File: src/rtl/sigpd_pkg.sv
// Shared types and constants for the signal pending/delivery block.
// No dependencies; used by every module under rtl/.
package sigpd_pkg;

   localparam int NUM_SIGNALS = 32;
   localparam int SIG_W       = 5;
   localparam int MASK_W      = 32;
   localparam int EXIT_W      = 8;

   localparam logic [63:0] SIG_ALL_WIDE = (64'd1 << NUM_SIGNALS) - 64'd1;
   // signals 1 .. NUM_SIGNALS-1 may be posted; signal 0 never
   localparam logic [MASK_W-1:0] SIG_VALID_MASK = SIG_ALL_WIDE[MASK_W-1:0] & ~32'd1;

   localparam logic [SIG_W-1:0] SIG_KILL = 5'd9;
   localparam logic [SIG_W-1:0] SIG_CONT = 5'd18;
   localparam logic [SIG_W-1:0] SIG_STOP = 5'd19;
   localparam logic [2:0]       EXIT_BASE_TOP = 3'b100; // 128 + signal, signal < 32

   // default-terminate set: 1,2,3,4,6,8,11,13,15
   localparam logic [MASK_W-1:0] TERM_SET =
      (32'd1 << 1) | (32'd1 << 2) | (32'd1 << 3) | (32'd1 << 4) | (32'd1 << 6) |
      (32'd1 << 8) | (32'd1 << 11) | (32'd1 << 13) | (32'd1 << 15);

   typedef enum logic [1:0] {
      CMD_SEND  = 2'd0,
      CMD_CHECK = 2'd1,
      CMD_SET   = 2'd2
   } cmd_type;

   typedef enum logic [2:0] {
      ST_RUNNING = 3'd0,
      ST_READY   = 3'd1,
      ST_BLOCKED = 3'd2,
      ST_STOPPED = 3'd3,
      ST_ZOMBIE  = 3'd4
   } run_state_type;

   typedef struct packed {
      logic [MASK_W-1:0] pending;
      run_state_type     run_state;
      logic [EXIT_W-1:0] term_code;
   } task_type;

   typedef struct packed {
      logic [1:0]       cmd;
      logic [SIG_W-1:0] signal_number;
      logic [2:0]       new_state;
   } req_type;

   // register map: word index from paddr[2]
   localparam logic REG_HANDLED_MASK = 1'b0;

endpackage

File: src/rtl/sigpd_csr.sv
// APB-style register file holding the handled-signal mask.
// Depends on sigpd_pkg.
module sigpd_csr (
   input  logic        clock,
   input  logic        reset,
   input  logic        csr_psel,
   input  logic        csr_penable,
   input  logic        csr_pwrite,
   input  logic [2:0]  csr_paddr,
   input  logic [31:0] csr_pwdata,
   output logic [31:0] csr_prdata,
   output logic        csr_pready,
   output logic [sigpd_pkg::MASK_W-1:0] handled_mask
);

   logic [sigpd_pkg::MASK_W-1:0] handled_ff;
   logic                         wr_hit;

   assign csr_pready = 1'b1;
   assign wr_hit     = csr_psel && csr_penable && csr_pwrite &&
                       (csr_paddr[2] == sigpd_pkg::REG_HANDLED_MASK);

   always_ff @(posedge clock) begin
      if (reset) begin
         handled_ff <= '0;
      end else if (wr_hit) begin
         handled_ff <= csr_pwdata;
      end
   end

   assign csr_prdata   = (csr_paddr[2] == sigpd_pkg::REG_HANDLED_MASK) ? handled_ff : 32'd0;
   assign handled_mask = handled_ff;

endmodule

File: src/rtl/sigpd_step.sv
// Next-state logic for one command: send, pending scan, set state.
// Depends on sigpd_pkg. Purely combinational.
module sigpd_step (
   input  sigpd_pkg::req_type             req,
   input  sigpd_pkg::task_type            cur,
   input  logic [sigpd_pkg::MASK_W-1:0]   handled_mask,
   output sigpd_pkg::task_type            nxt,
   output logic                           status
);

   logic [sigpd_pkg::MASK_W-1:0] halt_mask;
   logic [sigpd_pkg::MASK_W-1:0] hits;
   logic [sigpd_pkg::MASK_W-1:0] iso;
   logic [sigpd_pkg::MASK_W-1:0] clr;
   logic [sigpd_pkg::SIG_W-1:0]  idx;
   logic                         cont_seen;
   logic                         bad_sig;
   sigpd_pkg::task_type          scan;

   // stop points of the scan: kill, stop, unhandled default-terminate
   assign halt_mask = (32'd1 << sigpd_pkg::SIG_KILL) | (32'd1 << sigpd_pkg::SIG_STOP) |
                      (sigpd_pkg::TERM_SET & ~handled_mask);
   assign hits = cur.pending & sigpd_pkg::SIG_VALID_MASK & halt_mask;
   assign iso  = hits & (~hits + 32'd1);
   // everything at or below the halt is visited and cleared
   assign clr  = (hits == '0) ? '1 : (iso | (iso - 32'd1));
   assign cont_seen = cur.pending[sigpd_pkg::SIG_CONT] & clr[sigpd_pkg::SIG_CONT];

   always_comb begin
      idx = '0;
      for (int i = 0; i < sigpd_pkg::MASK_W; i++) begin
         if (iso[i]) begin
            idx = idx | sigpd_pkg::SIG_W'(i);
         end
      end
   end

   always_comb begin
      scan         = cur;
      scan.pending = cur.pending & ~clr;
      if (iso[sigpd_pkg::SIG_STOP]) begin
         scan.run_state = sigpd_pkg::ST_STOPPED;
      end else if (hits != '0) begin
         scan.run_state = sigpd_pkg::ST_ZOMBIE;
         scan.term_code = {sigpd_pkg::EXIT_BASE_TOP, idx};
      end else if (cont_seen && cur.run_state == sigpd_pkg::ST_STOPPED) begin
         scan.run_state = sigpd_pkg::ST_READY;
      end
   end

   assign bad_sig = (req.signal_number == '0) ||
                    ({1'b0, req.signal_number} >= (sigpd_pkg::SIG_W + 1)'(sigpd_pkg::NUM_SIGNALS));

   always_comb begin
      nxt    = cur;
      status = 1'b0;
      case (req.cmd)
         sigpd_pkg::CMD_SEND: begin
            if (bad_sig) begin
               status = 1'b1;
            end else begin
               nxt.pending = cur.pending | (32'd1 << req.signal_number);
               if (cur.run_state == sigpd_pkg::ST_BLOCKED) begin
                  nxt.run_state = sigpd_pkg::ST_READY;
               end
            end
         end
         sigpd_pkg::CMD_CHECK: begin
            nxt = scan;
         end
         sigpd_pkg::CMD_SET: begin
            if (req.new_state <= 3'(sigpd_pkg::ST_ZOMBIE)) begin
               nxt.run_state = sigpd_pkg::run_state_type'(req.new_state);
            end
         end
         default: begin
            nxt = cur;
         end
      endcase
   end

endmodule

File: src/rtl/signal_pending_delivery_top.sv
// Top level of the signal pending/delivery block: stream ports, task state
// registers and the result register. Depends on sigpd_pkg, sigpd_csr, sigpd_step.
//
// One task's pending-signal mask, run state and exit code. Commands arrive as
// items on req_* and each produces exactly one result item on rsp_* carrying the
// status and the task state after the command. The block takes one item per
// clock cycle unless the result stream stalls; an accepted item passes through
// the input register, then the result register. The rate is set by the pending
// scan, a combinational lowest-halt search and prefix-clear over the 32 pending
// bits that sits between the input register and the task state.
// Reset clears the task to running, nothing pending, exit code 0, and the
// handled mask to 0; there is no start-up sweep. Write handled_mask (byte
// address 0) only while no item is in flight.
module signal_pending_delivery_top (
   input  logic        clock,
   input  logic        reset,
   // command stream
   input  logic        req_tvalid,
   output logic        req_tready,
   input  logic [15:0] req_tdata,   // [1:0] cmd, [6:2] signal_number, [9:7] new_state, rest 0
   // result stream
   output logic        rsp_tvalid,
   input  logic        rsp_tready,
   output logic [47:0] rsp_tdata,   // [0] status, [3:1] run_state, [11:4] exit_value,
                                    // [43:12] pending_out, rest 0
   // register port
   input  logic        csr_psel,
   input  logic        csr_penable,
   input  logic        csr_pwrite,
   input  logic [2:0]  csr_paddr,
   input  logic [31:0] csr_pwdata,
   output logic [31:0] csr_prdata,
   output logic        csr_pready
);

   logic [sigpd_pkg::MASK_W-1:0] handled_mask;

   // input register
   logic                in_vld_ff;
   sigpd_pkg::req_type  req_ff;

   // task state
   sigpd_pkg::task_type task_ff;
   sigpd_pkg::task_type task_in;
   logic                status_in;

   // result register
   logic                out_vld_ff;
   logic                status_ff;
   sigpd_pkg::task_type out_ff;

   logic                adv;   // item in input register moves to the result register

   sigpd_csr u_csr (
      .clock        (clock),
      .reset        (reset),
      .csr_psel     (csr_psel),
      .csr_penable  (csr_penable),
      .csr_pwrite   (csr_pwrite),
      .csr_paddr    (csr_paddr),
      .csr_pwdata   (csr_pwdata),
      .csr_prdata   (csr_prdata),
      .csr_pready   (csr_pready),
      .handled_mask (handled_mask)
   );

   sigpd_step u_step (
      .req          (req_ff),
      .cur          (task_ff),
      .handled_mask (handled_mask),
      .nxt          (task_in),
      .status       (status_in)
   );

   // result slot frees up when it is empty or being taken this cycle
   assign adv        = in_vld_ff && (!out_vld_ff || rsp_tready);
   assign req_tready = !in_vld_ff || adv;

   always_ff @(posedge clock) begin
      if (reset) begin
         in_vld_ff <= 1'b0;
      end else if (req_tready) begin
         in_vld_ff <= req_tvalid;
      end
   end

   // payload: no reset needed; struct holds cmd in its top bits
   always_ff @(posedge clock) begin
      if (req_tready && req_tvalid) begin
         req_ff <= {req_tdata[1:0], req_tdata[6:2], req_tdata[9:7]};
      end
   end

   // task state advances exactly once per item, in order
   always_ff @(posedge clock) begin
      if (reset) begin
         task_ff.pending   <= '0;
         task_ff.run_state <= sigpd_pkg::ST_RUNNING;
         task_ff.term_code <= '0;
      end else if (adv) begin
         task_ff <= task_in;
      end
   end

   always_ff @(posedge clock) begin
      if (reset) begin
         out_vld_ff <= 1'b0;
      end else if (adv) begin
         out_vld_ff <= 1'b1;
      end else if (rsp_tready) begin
         out_vld_ff <= 1'b0;
      end
   end

   always_ff @(posedge clock) begin
      if (adv) begin
         status_ff <= status_in;
         out_ff    <= task_in;
      end
   end

   assign rsp_tvalid = out_vld_ff;
   assign rsp_tdata  = {4'd0, out_ff.pending, out_ff.term_code, out_ff.run_state, status_ff};

`ifndef SYNTHESIS
   // signal 0 can never become pending
   a_no_sig0: assert property (@(posedge clock) disable iff (reset)
      !task_ff.pending[0])
      else $error("signal 0 pending");

   // task state only moves when an item is processed
   a_state_hold: assert property (@(posedge clock) disable iff (reset)
      !adv |=> $stable(task_ff))
      else $error("task state changed without an item");

   // exit code only changes on a kill
   a_exit_on_kill: assert property (@(posedge clock) disable iff (reset)
      (adv && task_in.term_code != task_ff.term_code) |->
         task_in.run_state == sigpd_pkg::ST_ZOMBIE)
      else $error("exit code changed without a kill");

   // a scan only clears pending bits
   a_check_clears: assert property (@(posedge clock) disable iff (reset)
      (adv && req_ff.cmd == sigpd_pkg::CMD_CHECK) |-> (task_in.pending & ~task_ff.pending) == '0)
      else $error("scan set a pending bit");

   // every processed item shows up as a result next cycle
   a_result_follows: assert property (@(posedge clock) disable iff (reset)
      adv |=> rsp_tvalid)
      else $error("processed item produced no result");
`endif

endmodule

File: config.mk
export PLATFORM = sky130hd
export DESIGN_NAME = signal_pending_delivery_top
export DESIGN_NICKNAME = d
export VERILOG_FILES = /design/src/rtl/sigpd_pkg.sv /design/src/rtl/sigpd_csr.sv /design/src/rtl/sigpd_step.sv /design/src/rtl/signal_pending_delivery_top.sv
export SDC_FILE = /design/constraint.sdc
export NUM_CORES = 1
export LEC_CHECK = 0
export BUFFER_PORTS_ARGS = -buffer_cell sky130_fd_sc_hd__buf_2
export CAP_MARGIN = 5
export CORE_MARGIN = 1.5
export CORE_UTILIZATION = 57
export CTS_CLUSTER_DIAMETER = 120
export CTS_CLUSTER_SIZE = 28
export DETAILED_ROUTE_END_ITERATION = 16
export GPL_TIMING_DRIVEN = 0
export HOLD_SLACK_MARGIN = 0.12
export PLACE_DENSITY = 0.84
export SKIP_CTS_REPAIR_TIMING = 1
export SYNTH_ARGS = -nofsm -noshare
export SYNTH_HDL_FRONTEND = slang
export SYNTH_SLANG_ARGS = --single-unit
File: constraint.sdc
create_clock -name clock -period 4.05 [get_ports clock]
set_input_delay 0.405 -clock clock [delete_from_list [all_inputs] [get_ports clock]]
set_output_delay 0.405 -clock clock [all_outputs]
set_load 0.01 [all_outputs]
# --- Word-level counts from Yosys, hierarchy flattened ---
# Cells that the tools add are included.
# Widths: inputs -> output; s select.
word_totals:
  regBits: 131
  in_bits: 58
  out_inout_bits: 83
  elab_cells: 114
classes:
  add_sub_neg: 2
  order_cmp: 1
  n_eq_ne: 4
  n_shift: 1
  muxes: 65
  bitwise: 10
  reduce_logical: 18
op_table:
  columns: ["operator", "count"]
  rows:
  - ["$mux 32", 4]
  - ["$mux 43", 2]
  - ["$mux 5", 16]
  - ["$mux 35", 2]
  - ["$and 32x32->32", 2]
  - ["$not 32->32", 2]
  - ["$or 32x32->32", 2]
  - ["$pmux 32 s2", 1]
  - ["$mux 3", 15]
  - ["$add 32x1->32 const B", 1]
  - ["$and 32x20->32", 1]
  - ["$logic_not 32->1", 1]
  - ["$mux 4", 8]
  - ["$mux 8", 4]
  - ["$reduce_bool 32->1", 1]
  - ["$shl 1x5->32 const A", 1]
  - ["$sub 32x1->32 const B", 1]
  - ["$not 16->16", 1]
  - ["$mux 1", 10]
  - ["$pmux 3 s3", 1]
  - ["$eq 3x2->1 const B", 2]
  - ["$logic_and 1x1->1", 6]
  - ["$reduce_bool 2->1", 3]
  - ["$logic_not 5->1", 1]
  - ["other kinds (10)", 13]

# --- Logic depth before layout (Yosys ltp) ---
logic_depth:
  ltp_word: 42
  mapped_depth: 7
  mapped_depth_nobuf: 6

# --- By module ---
# A second synthesis with hierarchy kept.
hier_totals:
  hier_cells: 596
  area_unflattened_um2: 6271.0
by_module_without_submodules:
  columns: ["mod", "n_inst", "cells_each", "area_per_inst_um2", "seq_area_each_um2"]
  rows:
  - ["signal_pending_delivery_top", 1, 256, 3671.0, 2522.4]
  - ["sigpd_csr", 1, 177, 1696.6, 640.6]
  - ["sigpd_step", 1, 163, 903.4, 0.0]

# --- Least setup slack after synthesis ---
# Ideal clock, no wire load.
synth_path:
  kind: "input to register"
  start: "input port rsp_tready"
  end: "register out_ff, in the netlist rsp_tdata[10], enable pin"
  setup_time_ps: 425
  arrival_time_ps: 2247
  required_time_ps: 3625
  path_slack_ps: 1377
  path_stages: 4
  n_path_buf: 1
  path_cell_list: "nand2b_1 nand2_1 inv_1 clkbuf_1"
synth_via:
  elab_chain_cells: 2
synth_lines:
  columns: ["element", "line_no", "rtl"]
  rows:
  - ["from (decl)", "signal_pending_delivery_top.sv:23", "input logic rsp_tready,"]
  - ["$logic_or 1x1->1", "signal_pending_delivery_top.sv:76", "assign adv = in_vld_ff && (!out_vld_ff || rsp_tready);"]
  - ["$logic_and 1x1->1", "signal_pending_delivery_top.sv:76", null]
  - ["named net adv", "signal_pending_delivery_top.sv:52", "logic adv;"]
  - ["to (signal assigned)", "signal_pending_delivery_top.sv:118", "out_ff <= task_in;"]
  - ["to (decl)", "signal_pending_delivery_top.sv:50", "sigpd_pkg::task_type out_ff;"]
# The timed path passes the listed nets, and every way through them passes these cells.
# A chain may end at the register's enable or synchronous reset.

==> impl_metrics.tcl <==
set metrics [dict create \
    p_leak_uw 0.002943 \
    antenna_found_initial 0 \
    slew_violations 0 \
    portBuffers 127 \
    hold_slack_ns 0.1075 \
    cpMostUsedCell "nor2_1" \
    rsz0062_at_grt "no" \
    clk_latency_ns 0.53 \
    grt_util_met1_pct 35.81 \
    place.gp.congestion 0.9319 \
    synth.top_cells.by_count "nand2_1 (93), a21oi_1 (90), dfxtp_1 (77)" \
    htreeDepth 4 \
    tns_ns 0 \
    crit_type "reg2reg" \
    ys_types 62 \
    chipHeight_um 103.4 \
    synth_edf_count 54 \
    path_cells "nand2b_1 -> and3_1 -> buf_6 -> nand4_4 -> nor2_1 -> buf_4 -> nor2_1" \
    hold_path.class "in2reg" \
    ant_nets 0 \
    synth_area_per_cell_sq_um 9.493 \
    wl_per_cell_um 16.91 \
    via_per_inst 5.657 \
    grt-ovfl-total 0 \
    hold_violations 0 \
    worstMarginPinSlew_ns 0.6991 \
    cts_buffer_depth 2 \
    setup_viol 0 \
    regArea_sq_um 3163 \
    async_flop_share_pct 0 \
    grtUsageMet2_pct 45.10 \
    dp_cells 869 \
    fillCellCount 664 \
    start_kind "flop" \
    start_util_pct 58.76 \
    synth.most_common_cell "nand2_1" \
    cts_tree "built" \
    finalNonFillerCells 926 \
    fin_skew_ns 0.01170 \
    fmax_mhz 487.1 \
    cp.required_ns 4.33 \
    drive_gt1_share_pct 24.59 \
    fp.coreArea_sq_um 9774 \
    root_buffer "clkbuf_8" \
    antenna_cells 0 \
    multi_input_area_sq_um 2345 \
    met3_usage_pct 9.005 \
    clkSinkCount 131 \
    nets 838 \
    firstDrtPassIters 7 \
    min_period_ns 2.053 \
    cp_slowest_cell "dfxtp_1" \
    netlist_top_cells_area "edfxtp_1 (28%), dfxtp_1 (27%), a21oi_1 (7.8%)" \
    synthesis.instances 605 \
    wirelength_um 15660 \
    setup_slack_ns 1.997 \
    maxCapViolations 0 \
    ys_warn_count 0 \
    grt_pass1_vias 4695 \
    power_uw 3254 \
    grt_use_total_pct 28.78 \
    die_area_sq_um 10690 \
    synth_seq_cells 131 \
    path_max_fanout 10 \
    die_w_um 103.4 \
    ios 141 \
    clk_pin_slew_ns 0.06 \
    numCtsBuffers 17 \
    syn2layout_area_growth_pct 29.59 \
    drc 0 \
    busiest_layer "met2" \
    synth.cell_area_sq_um 5743 \
    synth_flop_cell "dfxtp_1" \
    status "finished, final reports clean" \
    synth_top_area_cell "edfxtp_1" \
    timing.final.crit_share_pct 50.69 \
    pre_cts_slack_ns 1.857 \
    arrival_ns 2.33 \
    synth_top_area_share_pct 28.24 \
    cp_slowest_stage_delay_ns 0.37 \
    irDropWorstVdd_v 0.0002413 \
    vias 5238 \
    std_cell_rows 36 \
    hpwl_um 10370 \
    p_per_area_nw_per_um2 437.2 \
    grt_pass1_wl_um 22980 \
    drt_iter0_drc 393 \
    yosysSeqAreaShare_pct 55.08 \
    endpoint_kind "flop" \
    grt_max_degree 39 \
    max_slew_margin_pct 53.40 \
]
cells by family after synthesis:
| group | after synthesis | share of synthesized area (%) |
|---|---|---|
| AND/OR/NAND/NOR | 250 | 21.90 |
| AO/OA/AOI/OAI | 170 | 18.43 |
| flip-flops | 131 | 55.08 |
| buffers and inverters | 51 | 4.292 |
| other | 2 | 0.1308 |
| multiplexers | 1 | 0.1743 |
worst max-delay path: cells and delay by family (launching register included):
kind / cells / cell delay (ns)
DFF: 1 / 0.37
and+or+nand+nor: 5 / 1.02
buffers and inverters: 2 / 0.42
state kept, by name, indices dropped and copies added (netlist names):
signal	count
task_ff	43
rsp_tdata	43
u_csr.handled_mask	32
req_ff	10
status_ff	1
rsp_tvalid	1
in_vld_ff	1
power by group:
part	switching, uW	total [uW]	internal (uW)	leakage, uW
logic	165	268	102	0.00152
registers	21.2	1440	1420	0.00112
clock network	574	1550	976	0.000307
area by class of cell:
cell class	instances	share of cell area [%]
well taps	133	2.236
flip-flops and latches	131	42.50
clock buffers	23	7.128
clock inverters	9	1.126
plain buffers	42	2.875
repair buffers	153	12.17
inverters	9	0.4539
multi-input cells	426	31.51
cells in the final DEF, fill, tap and decap left out, types with 3 or more instances in the layout:
cell type,instances
a31oi_1,11
buf_4,9
dlygate4sd3_1,25
conb_1,5
dfxtp_1,77
o31ai_1,6
nand2b_1,11
nor3_1,10
inv_1,9
clkbuf_1,24
nor2b_1,41
o21ai_0,17
inv_4,3
and2_1,7
o22ai_1,3
o21ai_1,6
clkbuf_8,4
a22o_1,3
nor2_1,53
a21o_1,3
a211oi_1,7
a211o_1,3
and3_1,7
nand2_1,93
edfxtp_1,54
nand3_1,7
a21oi_1,90
buf_2,131
clkbuf_16,19
final timing paths:
check	startpoint	endpoint	slack, ns	depth (start not counted)
worst max-delay path	u_csr.handled_mask[1]	rsp_tdata[39]	2.00	7
worst min-delay path	csr_pwdata[0]	u_csr.handled_mask[0]	0.11	3
worst max register to register	u_csr.handled_mask[1]	rsp_tdata[39]	2.00	7
worst min register to register	u_csr.handled_mask[28]	u_csr.handled_mask[28]	0.45	2
stage by stage:
stage | utilization (%) | cell area [sq um]
floorplan | - | 5754
global placement | 67.08 | 6556
detailed placement | 67.29 | 6578
CTS | 73.58 | 7192
global route | 76.14 | 7442
finish | 76.14 | 7442
layer usage:
metal	share of wire, %	vias up
li1	-	2468
met2	48	267
met4	3.0	0
met1	41	2445
met5	0	-
met3	8.1	58
No activity file was read; power rests on OpenSTA's default activity.
